<file path="src/rtl/srsc_fifo.sv">
// Small register FIFO used between the front and back and for results.
`default_nettype none

module srsc_fifo #(
  parameter int WIDTH = 8,
  parameter int DEPTH = 2
) (
  input  logic                         clk,
  input  logic                         rst,
  input  logic                         push,
  input  logic [WIDTH-1:0]             push_data,
  output logic                         full,
  input  logic                         pop,
  output logic [WIDTH-1:0]             pop_data,
  output logic                         empty,
  output logic [$clog2(DEPTH+1)-1:0]   level
);

  localparam int PTR_BITS = $clog2(DEPTH);
  localparam int LVL_BITS = $clog2(DEPTH+1);

  logic [WIDTH-1:0]    mem [DEPTH];
  logic [PTR_BITS-1:0] wr_ptr;
  logic [PTR_BITS-1:0] rd_ptr;
  logic [LVL_BITS-1:0] count;
  logic                do_push;
  logic                do_pop;

  assign do_push = push && !full;
  assign do_pop = pop && !empty;
  assign full = count == LVL_BITS'(DEPTH);
  assign empty = count == '0;
  assign level = count;
  assign pop_data = mem[rd_ptr];

  always_ff @(posedge clk) begin
    if (do_push) begin
      mem[wr_ptr] <= push_data;
    end
  end

  always_ff @(posedge clk) begin
    if (rst) begin
      wr_ptr <= '0;
      rd_ptr <= '0;
      count <= '0;
    end else begin
      if (do_push) begin
        wr_ptr <= (wr_ptr == PTR_BITS'(DEPTH-1)) ? '0 : wr_ptr + PTR_BITS'(1);
      end
      if (do_pop) begin
        rd_ptr <= (rd_ptr == PTR_BITS'(DEPTH-1)) ? '0 : rd_ptr + PTR_BITS'(1);
      end
      case ({do_push, do_pop})
        2'b10: count <= count + LVL_BITS'(1);
        2'b01: count <= count - LVL_BITS'(1);
        default: count <= count;
      endcase
    end
  end

endmodule

`default_nettype wire

</file>
<file path="config.mk">
export PLATFORM = sky130hd
export DESIGN_NAME = srsc_fifo
export DESIGN_NICKNAME = d
export VERILOG_FILES = /design/src/rtl/srsc_fifo.sv
export SDC_FILE = /design/constraint.sdc
export NUM_CORES = 1
export LEC_CHECK = 0
export BUFFER_PORTS_ARGS = -buffer_cell sky130_fd_sc_hd__buf_2
export CORE_MARGIN = 4
export CORE_UTILIZATION = 43
export CTS_CLUSTER_DIAMETER = 50
export DETAILED_ROUTE_END_ITERATION = 10
export PLACE_DENSITY = 0.78
export SLEW_MARGIN = 15
export SYNTH_ARGS = -nofsm -noshare
export SYNTH_HDL_FRONTEND = slang
export SYNTH_SLANG_ARGS = --single-unit
</file>
<file path="constraint.sdc">
create_clock -name clk -period 1.3 [get_ports clk]
set_input_delay 0.13 -clock clk [delete_from_list [all_inputs] [get_ports clk]]
set_output_delay 0.13 -clock clk [all_outputs]
set_load 0.005 [all_outputs]
</file>
==> results.sh <==
export IMPL_run_status="finished with violations"
export IMPL_violations="setup timing"
export IMPL_start_util_pct=45.7
export IMPL_netlist_top_cells_area="edfxtp_1 (60%), dfxtp_1 (13%), mux2_2 (11%)"
export IMPL_syn_to_final_growth_pct=40.4
export IMPL_rows=15
export IMPL_routed_wl_mm=1.38
export IMPL_fmax_mhz=735
export IMPL_finalSetupViolations=3
export IMPL_synth_top_cell_area_share_pct=60.2
export IMPL_synth_nets=64
export IMPL_ios=24
export IMPL_cts_tree="yes"
export IMPL_ir_drop_mv=1.27
export IMPL_io_buffers=23
export IMPL_end_kind="flip-flop"
export IMPL_grt_max_degree=12
export IMPL_period_share_pct=105
export IMPL_fin_skew_ps=3.65
export IMPL_reg2reg_to="level[1]"
export IMPL_ys_ff_latch=21
export IMPL_die_area_mm2=0.00261
export IMPL_insertion_delay_ps=280
export IMPL_p_leak_nw=0.463
export IMPL_synth_area_um2=798
export IMPL_yosysWarningCount=0
export IMPL_p_comb_share_pct=41.2
export IMPL_clock_sinks=21
export IMPL_layout_drive_gt1_share_pct=58.0
export IMPL_die_y_um=51.1
export IMPL_powerDensity_mw_per_mm2=1940
export IMPL_gp_congestion=0.699
export IMPL_place_area_um2=993
export IMPL_syn_inst=51
export IMPL_routed_via_density=4.79
export IMPL_vias=508
export IMPL_syn_avg_cell_area_um2=15.7
export IMPL_antenna_cells=0
export IMPL_max_cap_violations=0
export IMPL_synthMuxAreaShare_pct=11.3
export IMPL_tightest_slew_ps=368
export IMPL_worst_path_max_fanout=3
export IMPL_grt_pass1_wl_mm=2.21
export IMPL_dr_pass1_iters=2
export IMPL_clk_path_buf_depth=2
export IMPL_rsz0062_at_grt="true"
export IMPL_synth_top_family_by_area="multiplexers"
export IMPL_die_w_um=51.1
export IMPL_drtAntennaViolNets=0
export IMPL_wl_per_cell_um=13.0
export IMPL_pre_cts_ws_ps=-78.7
export IMPL_root_buffer="clkbuf_4"
export IMPL_setup_slack_ps=-61.0
export IMPL_hold_buffers=0
export IMPL_yosysSeqAreaShare_pct=72.7
export IMPL_design_area_mm2=0.00112
export IMPL_pwr_share_seq_pct=45.8
export IMPL_r2r_start="level[0]"
export IMPL_hpwl_mm=1.03
export IMPL_hp_class="input pin to flip-flop"
export IMPL_yosysTopAreaCell="edfxtp_1"
export IMPL_post_route_util_pct=64.2
export IMPL_grt_pass1_vias=541
export IMPL_cts_buffers=3
export IMPL_synthXorXnorAreaFrac_pct=3.29
export IMPL_cp_arrival_ps=1570
export IMPL_antenna_found_initial=0
export IMPL_drt_iter0_drc=2
export IMPL_max_slew_margin_rel_pct=75.5
export IMPL_drc=0
export IMPL_finalSetupTns_ps=-63.0
export IMPL_hold_viol_final=0
export IMPL_cp_start_kind="flip-flop"
export IMPL_power_net_switching_w=0.000602
export IMPL_swShare_pct=27.7
export IMPL_final_max_slew_violation_count=0
export IMPL_synth_compound_area_share_pct=3.45
export IMPL_grt_overflow=0
export IMPL_internal_power_w=0.00157
export IMPL_worstSetupStartpoint="level[0]"
export IMPL_crit_required_ps=1510
export IMPL_yosys_area_share_simple_pct=5.80
export IMPL_clkTransAtPathRegs_ps=100
export IMPL_h_tree_depth=1
export IMPL_r2r_setup_slack_ps=-60
export IMPL_p_clk_share_pct=13.0
export IMPL_fin_crit_ps=1360
export IMPL_nets=95
export IMPL_core_area_mm2=0.00175
export IMPL_r2r_worst_path_cells=5
export IMPL_synthAdderAreaFrac_pct=1.57
export IMPL_synth_distinct_cells=17
export IMPL_criticalPathCategory="flip-flop to flip-flop"
export IMPL_critical_path_endpoint="level[1]"
export IMPL_track_usage_pct=11.5
-- worst max-delay path, stage by stage (launching register included) --
cell and delay, ps:
dfxtp_4 360, o21a_1 220, ha_4 160, xnor2_1 120, or3_1 310, a21oi_1 120
-- layout make-up --
type	instances	area, um^2
Multi-Input combinational cell	26	258
Timing Repair Buffer	27	195
Clock buffer	4	26.3
Fill cell	143	624
Inverter	3	18.8
Tap cell	25	31.3
Sequential cell	21	592
-- synthesized netlist by cell type --
master    count
edfxtp_1     16
mux2_2        8
dfxtp_1       5
nor2_1        4
a21oi_1       2
inv_1         2
o21ai_0       2
or3_1         2
xnor2_1       2
and3_1        1
clkbuf_1      1
ha_1          1
inv_2         1
nand2_1       1
nand2b_2      1
o21a_1        1
xor2_1        1
-- layout by cell type, fill, tap and decap left out --
master,synthesis,final
inv_8,0,1
buf_2,0,15
inv_1,2,1
nor2_1,4,4
ha_4,0,1
dfxtp_4,0,3
buf_6,0,8
edfxtp_1,16,16
clkbuf_1,1,1
a21oi_1,2,2
o21a_1,1,1
buf_4,0,4
nand2_2,0,1
nand2b_4,0,1
dfxtp_1,5,2
or3_4,0,1
inv_2,1,1
xnor2_1,2,2
and3_1,1,1
mux2_4,0,8
xor2_1,1,1
clkbuf_4,0,3
o21ai_0,2,2
or3_1,2,1
-- state kept, by name (all words and copies together) (netlist names), named ones only --
| register | count |
|---|---|
| mem | 16 |
| level | 2 |
| rd_ptr | 1 |
| wr_ptr | 1 |
-- routing by layer --
layer  track usage (%)  share of wire (%)  wire length (um)  vias up
li1                  -                  -                 -      247
met1              11.1                 38               529      243
met2              22.5                 54               740       16
met3              3.50                6.8                93        2
met4              4.04               0.94                13        0
met5                 0                  0                 0        -
-- cell families (layout without fill, tap and decap cells) --
kind of cell / after synthesis / in the layout
flops: 21 / 21
simple gates: 9 / 9
mux: 8 / 8
compound gates: 5 / 5
buf+inv: 4 / 34
xor+xnor: 3 / 3
fa+ha+maj: 1 / 1
-- through the flow --
step	std cells	hold WS, ps	total power (W)
2_1_floorplan	51	192	0.00138
3_3_place_gp	102	320	0.00166
3_5_place_dp	102	321	0.00169
4_1_cts	106	22.3	0.00217
5_1_grt	106	22.8	0.00230
6_report	106	31.4	0.00218
-- worst min-delay path by stage --
stage / cells after the start / endpoint / startpoint / slack, ps
2_1_floorplan: 1 / level[1] / rst / 190
3_3_place_gp: 1 / mem[0][7] / push_data[7] / 320
3_5_place_dp: 1 / mem[1][6] / push_data[6] / 320
4_1_cts: 1 / mem[1][6] / push_data[6] / 20
5_1_grt: 1 / mem[0][4] / push_data[4] / 20
6_report: 1 / mem[0][4] / push_data[4] / 30
-- power groups by stage --
| stage | Clock (W) | Combinational [W] | Sequential (W) |
|---|---|---|---|
| after floorplan | 0 | 0.000418 | 0.000958 |
| after global placement | 0 | 0.000685 | 0.000973 |
| after detailed placement | 0 | 0.000709 | 0.000983 |
| after CTS | 0.000296 | 0.000876 | 0.000997 |
| after global routing | 0.000314 | 0.000972 | 0.00101 |
| final | 0.000284 | 0.000897 | 0.000996 |
-- what timing repair did --
item	CTS	global route
pin swaps	2	1
buffers inserted	0	0
endpoints found under the setup margin	17	17
gates resized for setup	20	4
Power figures use the tool's default switching activity.
