<file path="config.mk">
export PLATFORM = sky130hd
export DESIGN_NAME = srsc_front
export DESIGN_NICKNAME = d
export VERILOG_FILES = /design/src/rtl/srsc_pkg.sv /design/src/rtl/srsc_front.sv
export SDC_FILE = /design/constraint.sdc
export NUM_CORES = 1
export LEC_CHECK = 0
export ABC_AREA = 1
export ABC_CLOCK_PERIOD_IN_PS = 3520
export BUFFER_PORTS_ARGS = -buffer_cell sky130_fd_sc_hd__buf_2
export CELL_PAD_IN_SITES_DETAIL_PLACEMENT = 1
export CELL_PAD_IN_SITES_GLOBAL_PLACEMENT = 2
export CORE_MARGIN = 2
export CORE_UTILIZATION = 42
export CTS_BUF_LIST = sky130_fd_sc_hd__clkbuf_4
export CTS_CLUSTER_DIAMETER = 30
export DETAILED_ROUTE_END_ITERATION = 10
export PLACE_DENSITY = 0.84
export SETUP_SLACK_MARGIN = 0.1
export SLEW_MARGIN = 0
export SYNTH_ARGS = -nofsm -noshare
export SYNTH_HDL_FRONTEND = slang
export SYNTH_SLANG_ARGS = --single-unit
</file>
<file path="constraint.sdc">
create_clock -name clk -period 3.52 [get_ports clk]
set_clock_uncertainty 0.1 [all_clocks]
set_input_delay 0 -clock clk [delete_from_list [all_inputs] [get_ports clk]]
set_output_delay 0 -clock clk [all_outputs]
set_load 0.01 [all_outputs]
</file>
<file path="src/rtl/srsc_pkg.sv">
// Shared types, constants and codes for the sensor record sequence checker.
`default_nettype none

package srsc_pkg;

  localparam int RECORD_BYTES = 36;
  localparam int WORD_BITS = 32;
  localparam int FT_WORDS = 6;
  localparam int FORCE_WORDS = 3;
  localparam int FIELD_BITS = 48;
  localparam int POS_BITS = 6;
  localparam logic [POS_BITS-1:0] POS_MAX = '1;

  // word positions inside a record
  localparam int SEQ_WORD = 0;
  localparam int STATUS_WORD = 2;
  localparam int FT_FIRST = 3;

  localparam int MID_DEPTH_DEFAULT = 2;
  localparam int OUT_DEPTH_DEFAULT = 8;

  localparam int SCALE_SHIFT = 16;
  localparam logic [63:0] ROUND_BIAS = 64'h8000;

  localparam logic CFG_FORCE_GAIN = 1'b0;
  localparam logic CFG_TORQUE_GAIN = 1'b1;
  localparam logic [WORD_BITS-1:0] GAIN_RESET = 32'd4295;

  typedef enum logic [1:0] {
    OUTCOME_ACCEPTED   = 2'd0,
    OUTCOME_STALE      = 2'd1,
    OUTCOME_SIZE_ERROR = 2'd2
  } outcome_t;

  typedef struct packed {
    logic [7:0] data_byte;
    logic       end_of_datagram;
  } item_t;

  typedef struct packed {
    outcome_t               outcome;
    logic [31:0]            sample_number;
    logic signed [47:0]     force_x;
    logic signed [47:0]     force_y;
    logic signed [47:0]     force_z;
    logic signed [47:0]     torque_x;
    logic signed [47:0]     torque_y;
    logic signed [47:0]     torque_z;
    logic [31:0]            device_status;
    logic [31:0]            lost_total;
    logic [31:0]            out_of_order_total;
  } result_t;

  typedef struct packed {
    logic                              size_error;
    logic [WORD_BITS-1:0]              seq_word;
    logic [WORD_BITS-1:0]              status_word;
    logic [FT_WORDS-1:0][WORD_BITS-1:0] ft_words;
  } record_t;

endpackage

`default_nettype wire

</file>
<file path="src/rtl/srsc_front.sv">
// Byte assembler: counts datagram bytes, keeps a record shift line, classifies size.
`default_nettype none

module srsc_front import srsc_pkg::*; (
  input  logic    clk,
  input  logic    rst,
  input  logic    accept,
  input  item_t   item,
  output logic    rec_push,
  output record_t rec
);

  localparam int LINE_BITS = (RECORD_BYTES - 1) * 8;
  localparam int REC_BITS = RECORD_BYTES * 8;

  logic [POS_BITS-1:0]  pos;
  logic [POS_BITS-1:0]  pos_inc;
  logic [LINE_BITS-1:0] byte_line;
  logic [REC_BITS-1:0]  rec_bits;

  assign pos_inc = (pos == POS_MAX) ? pos : pos + POS_BITS'(1);

  always_ff @(posedge clk) begin
    if (rst) begin
      pos <= '0;
    end else if (accept) begin
      pos <= item.end_of_datagram ? '0 : pos_inc;
    end
  end

  // oldest byte sits at the top of the line
  always_ff @(posedge clk) begin
    if (accept) begin
      byte_line <= {byte_line[LINE_BITS-9:0], item.data_byte};
    end
  end

  assign rec_bits = {byte_line, item.data_byte};

  always_comb begin
    rec.size_error = pos_inc != POS_BITS'(RECORD_BYTES);
    rec.seq_word = rec_bits[REC_BITS-1-SEQ_WORD*WORD_BITS -: WORD_BITS];
    rec.status_word = rec_bits[REC_BITS-1-STATUS_WORD*WORD_BITS -: WORD_BITS];
    for (int j = 0; j < FT_WORDS; j++) begin
      rec.ft_words[j] = rec_bits[REC_BITS-1-(FT_FIRST+j)*WORD_BITS -: WORD_BITS];
    end
  end

  assign rec_push = accept && item.end_of_datagram;

endmodule

`default_nettype wire

</file>
==> summary.md <==
| Metric | Value |
|---|---|
| Leak | `0.00475 uW` |
| Biggest area consumer among synthesized cells | `edfxtp_1` |
| Clock Path Buffers | `3` |
| Flops & latches, synth | `286` |
| Setup repair bufs after CTS | `0` |
| First-pass GRT wire length | `28.8 mm` |
| H-tree lvl count | `3` |
| Hold_sp | `rst` |
| XOR/XNOR Fraction of Synth Area | `0%` |
| Crit path depth | `9` |
| Layout filler cell count | `2495` |
| CTS root buf | `clkbuf_4` |
| Slowest stage cell, crit path | `dfxtp_1` |
| Multi-input gate area in the final layout | `280 um^2` |
| TritonCTS Sinks | `286` |
| Period Utilization, post-route | `65.2%` |
| PortBufs | `269` |
| Worst Tran Pin Value | `0.790 ns` |
| Total routed wirelength | `19.2 mm` |
| Final TNS setup | `0 ns` |
| Netlist cell types | `21` |
| GRT Overall Usage | `14.0%` |
| Synthesized area | `10800 um^2` |
| Final Hold Fails | `0` |
| Die Height | `164 um` |
| Worst R2R End | `pos[4]` |
| Setup crit end | `rec[256]` |
| Layout cells sized above 1 | `52.5%` |
| Hold_ws | `0.0955 ns` |
| HPWL after detailed placement | `11.8 mm` |
| FF-to-FF path depth | `8` |
| Design Power | `7580 uW` |
| Critical path origin | `pos[0]` |
| Avg Cell Area, Syn | `17.8 um^2` |
| Row count | `58` |
| Die area | `26900 um^2` |
| Area Growth Syn to Fin | `11.1%` |
| Vias in the first global route | `5256` |
| RSZ-0062 raised after global routing | `no` |
| Grt ovf | `0` |
| Most used DFF post-synth | `edfxtp_1` |
| Max IR drop VDD | `0.303 mV` |
| Width of the die | `164 um` |
| R2R Setup Slk | `1.41 ns` |
| Post-placement cell area | `10600 um^2` |
| Pre-Repair DR Iteration Count | `4` |
| Most instantiated cells after synthesis | `edfxtp_1 (280), buf_4 (256), nand2_1 (26)` |
| Gpl congestion | `0.781` |
| Synth Area in Compound Gates | `0.477%` |
| Adder and majority gate portion of the synthesized area | `0.116%` |
| Largest net degree at the start of global routing | `143` |
| Worst hold path type | `in -> reg` |
| Worst r2r src | `pos[0]` |
| Slowest stage delay, CP | `0.45 ns` |
| PD cells | `634 nW/um^2` |
| Crit path launch type | `flop` |
| Status | `complete, no violations` |
| Post-synth EDFFs | `280` |
| Post-synthesis sequential area ratio | `79.3%` |
| Layout Nets | `738` |
| TritonCTS clock tree | `built` |
| WP data arrival | `2.19 ns` |
| Initial DRC count | `341` |
| Max_cap viols | `0` |
| Mapped Cells | `604` |
| Core box area | `25200 um^2` |
| Largest family of logic cells by synthesized area | `buffers and inverters` |
| Vias/cell | `4.35` |
| Total number of vias | `4842` |
| Drt drc | `0` |
| Crit Path Class | `reg -> out` |
| Clock Latency Late Sink | `0.65 ns` |
| Clock transition at path regs | `0.06 ns` |
| Mux share of post-synthesis cell area | `0%` |
| Max-slew violations | `0` |
| Final ANT Viol Nets | `0` |
| Most frequent cell after synthesis | `edfxtp_1` |
| Max FO, Critical Path | `6` |
| Initial antenna violation count | `1` |
| Post-layout min period | `2.29 ns` |
| Post-Synth Simple-Gate Area | `2.01%` |
| Final Cell Area | `12000 um^2` |
| Yosys top cell area share | `78.1%` |
| CP required | `3.42 ns` |
| IO Pins | `270` |
| CTS buffer count | `82` |
| WL per Instance | `17.2 um` |
| Setup violators final | `0` |
| Slew HR | `47.3%` |
| FF+latch area | `8530 um^2` |
| Ranking of synthesized cells by area | `edfxtp_1 (78%), buf_4 (18%), dfxtp_1 (1.1%)` |
| CP Buf/Inv Count | `1` |
| Crit path cell chain | `ha_1 -> nand2_2 -> nor2_4 -> nand2_4 -> o21ai_2 -> nand3_2 -> nor2_1 -> nand2_1 -> buf_2` |
| Setup crit end kind | `output port` |
| Hold depth | `3` |
| Mapped Nets | `617` |
| Ys async rst share | `0%` |
| Starting Density | `42.7%` |
| Syn. warnings | `0` |
| Delay-heaviest family, CP | `simple AND/OR/NAND/NOR gates` |
| Upper clock frequency limit | `436 MHz` |
-- timing repair --
action | 4_1_cts | 5_1_grt
endpoints found under the hold margin | 242 | 0
resized for setup | 0 | 0
endpoints found under the setup margin | 0 | 0
hold buffers | 22 | 0
-- layout make-up --
| type | instances | share of cell area (%) |
|---|---|---|
| Antenna cell | 1 | 0.0209 |
| Clock buffer | 112 | 7.03 |
| Clock inverter | 30 | 2.02 |
| Inverter | 8 | 0.251 |
| Multi-Input combinational cell | 54 | 2.34 |
| Sequential cell | 286 | 71.3 |
| Tap cell | 330 | 3.45 |
| Timing Repair Buffer | 293 | 13.5 |
-- logic make-up (layout without fill, tap and decap cells) --
group,count (synthesis),after routing
DFF,286,286
and+or+nand+nor,45,45
buffers and inverters,264,443
other,0,1
AOI/OAI and AO/OA,8,8
adders and majority gates,1,1
-- metal layers --
metal,routed length (um),vias up,global-route usage (%)
met5,0,-,0
met4,379,0,5.94
met3,2040,41,7.35
met2,9250,252,21.9
met1,7510,2378,16.1
li1,-,2171,-
-- worst register-to-register path, stage by stage, from the launching register on --
cell and delay [ns]:
dfxtp_1 0.45, ha_1 0.26, nand2_2 0.10, nor2_4 0.17
nand2_4 0.11, nand2_1 0.10, nand2_1 0.06, a21oi_2 0.13
dlygate4sd3_1 0.56
-- worst min-delay path by stage --
| stage | to | slack (ns) |
|---|---|---|
| 2_1_floorplan | pos[2] | -0.04 |
| 3_3_place_gp | byte_line[1] | 0.09 |
| 3_5_place_dp | byte_line[1] | 0.09 |
| 4_1_cts | pos[0] | 0.03 |
| 5_1_grt | pos[0] | 0.02 |
| 6_report | pos[0] | 0.1 |
-- stage by stage --
| stage | worst slack, ns | std cells | utilization (%) |
|---|---|---|---|
| after global placement | 1.99 | 949 | 42.3 |
| final | 1.23 | 1114 | 47.5 |
| after detailed placement | 1.92 | 949 | 42.3 |
| after floorplan | 2.22 | 604 | - |
| after global routing | 0.986 | 1114 | 47.5 |
| after CTS | 1.17 | 1113 | 47.5 |
-- power by group --
group,total [uW],switching (uW),internal (uW)
combinational,358,227,130
sequential,4050,91.8,3960
clock,3170,1390,1780
-- registers in the layout, indices dropped and copies added (netlist names) --
signal / flops
pos: 6
byte_line: 280
-- cells in the final DEF (no fill, tap or decap), drive strengths merged --
cell         instances
nand4                1
diode                1
nand2               30
edfxtp             280
dfxtp                6
bufinv               4
dlygate4sd3         22
buf                271
nand3                6
clkinv              23
clkbuf             112
nor2                 6
o21ai                2
inv                  9
clkinvlp             2
ha                   1
nand3b               2
a21oi                6
Note: power is estimated with default switching activity, not from simulation.
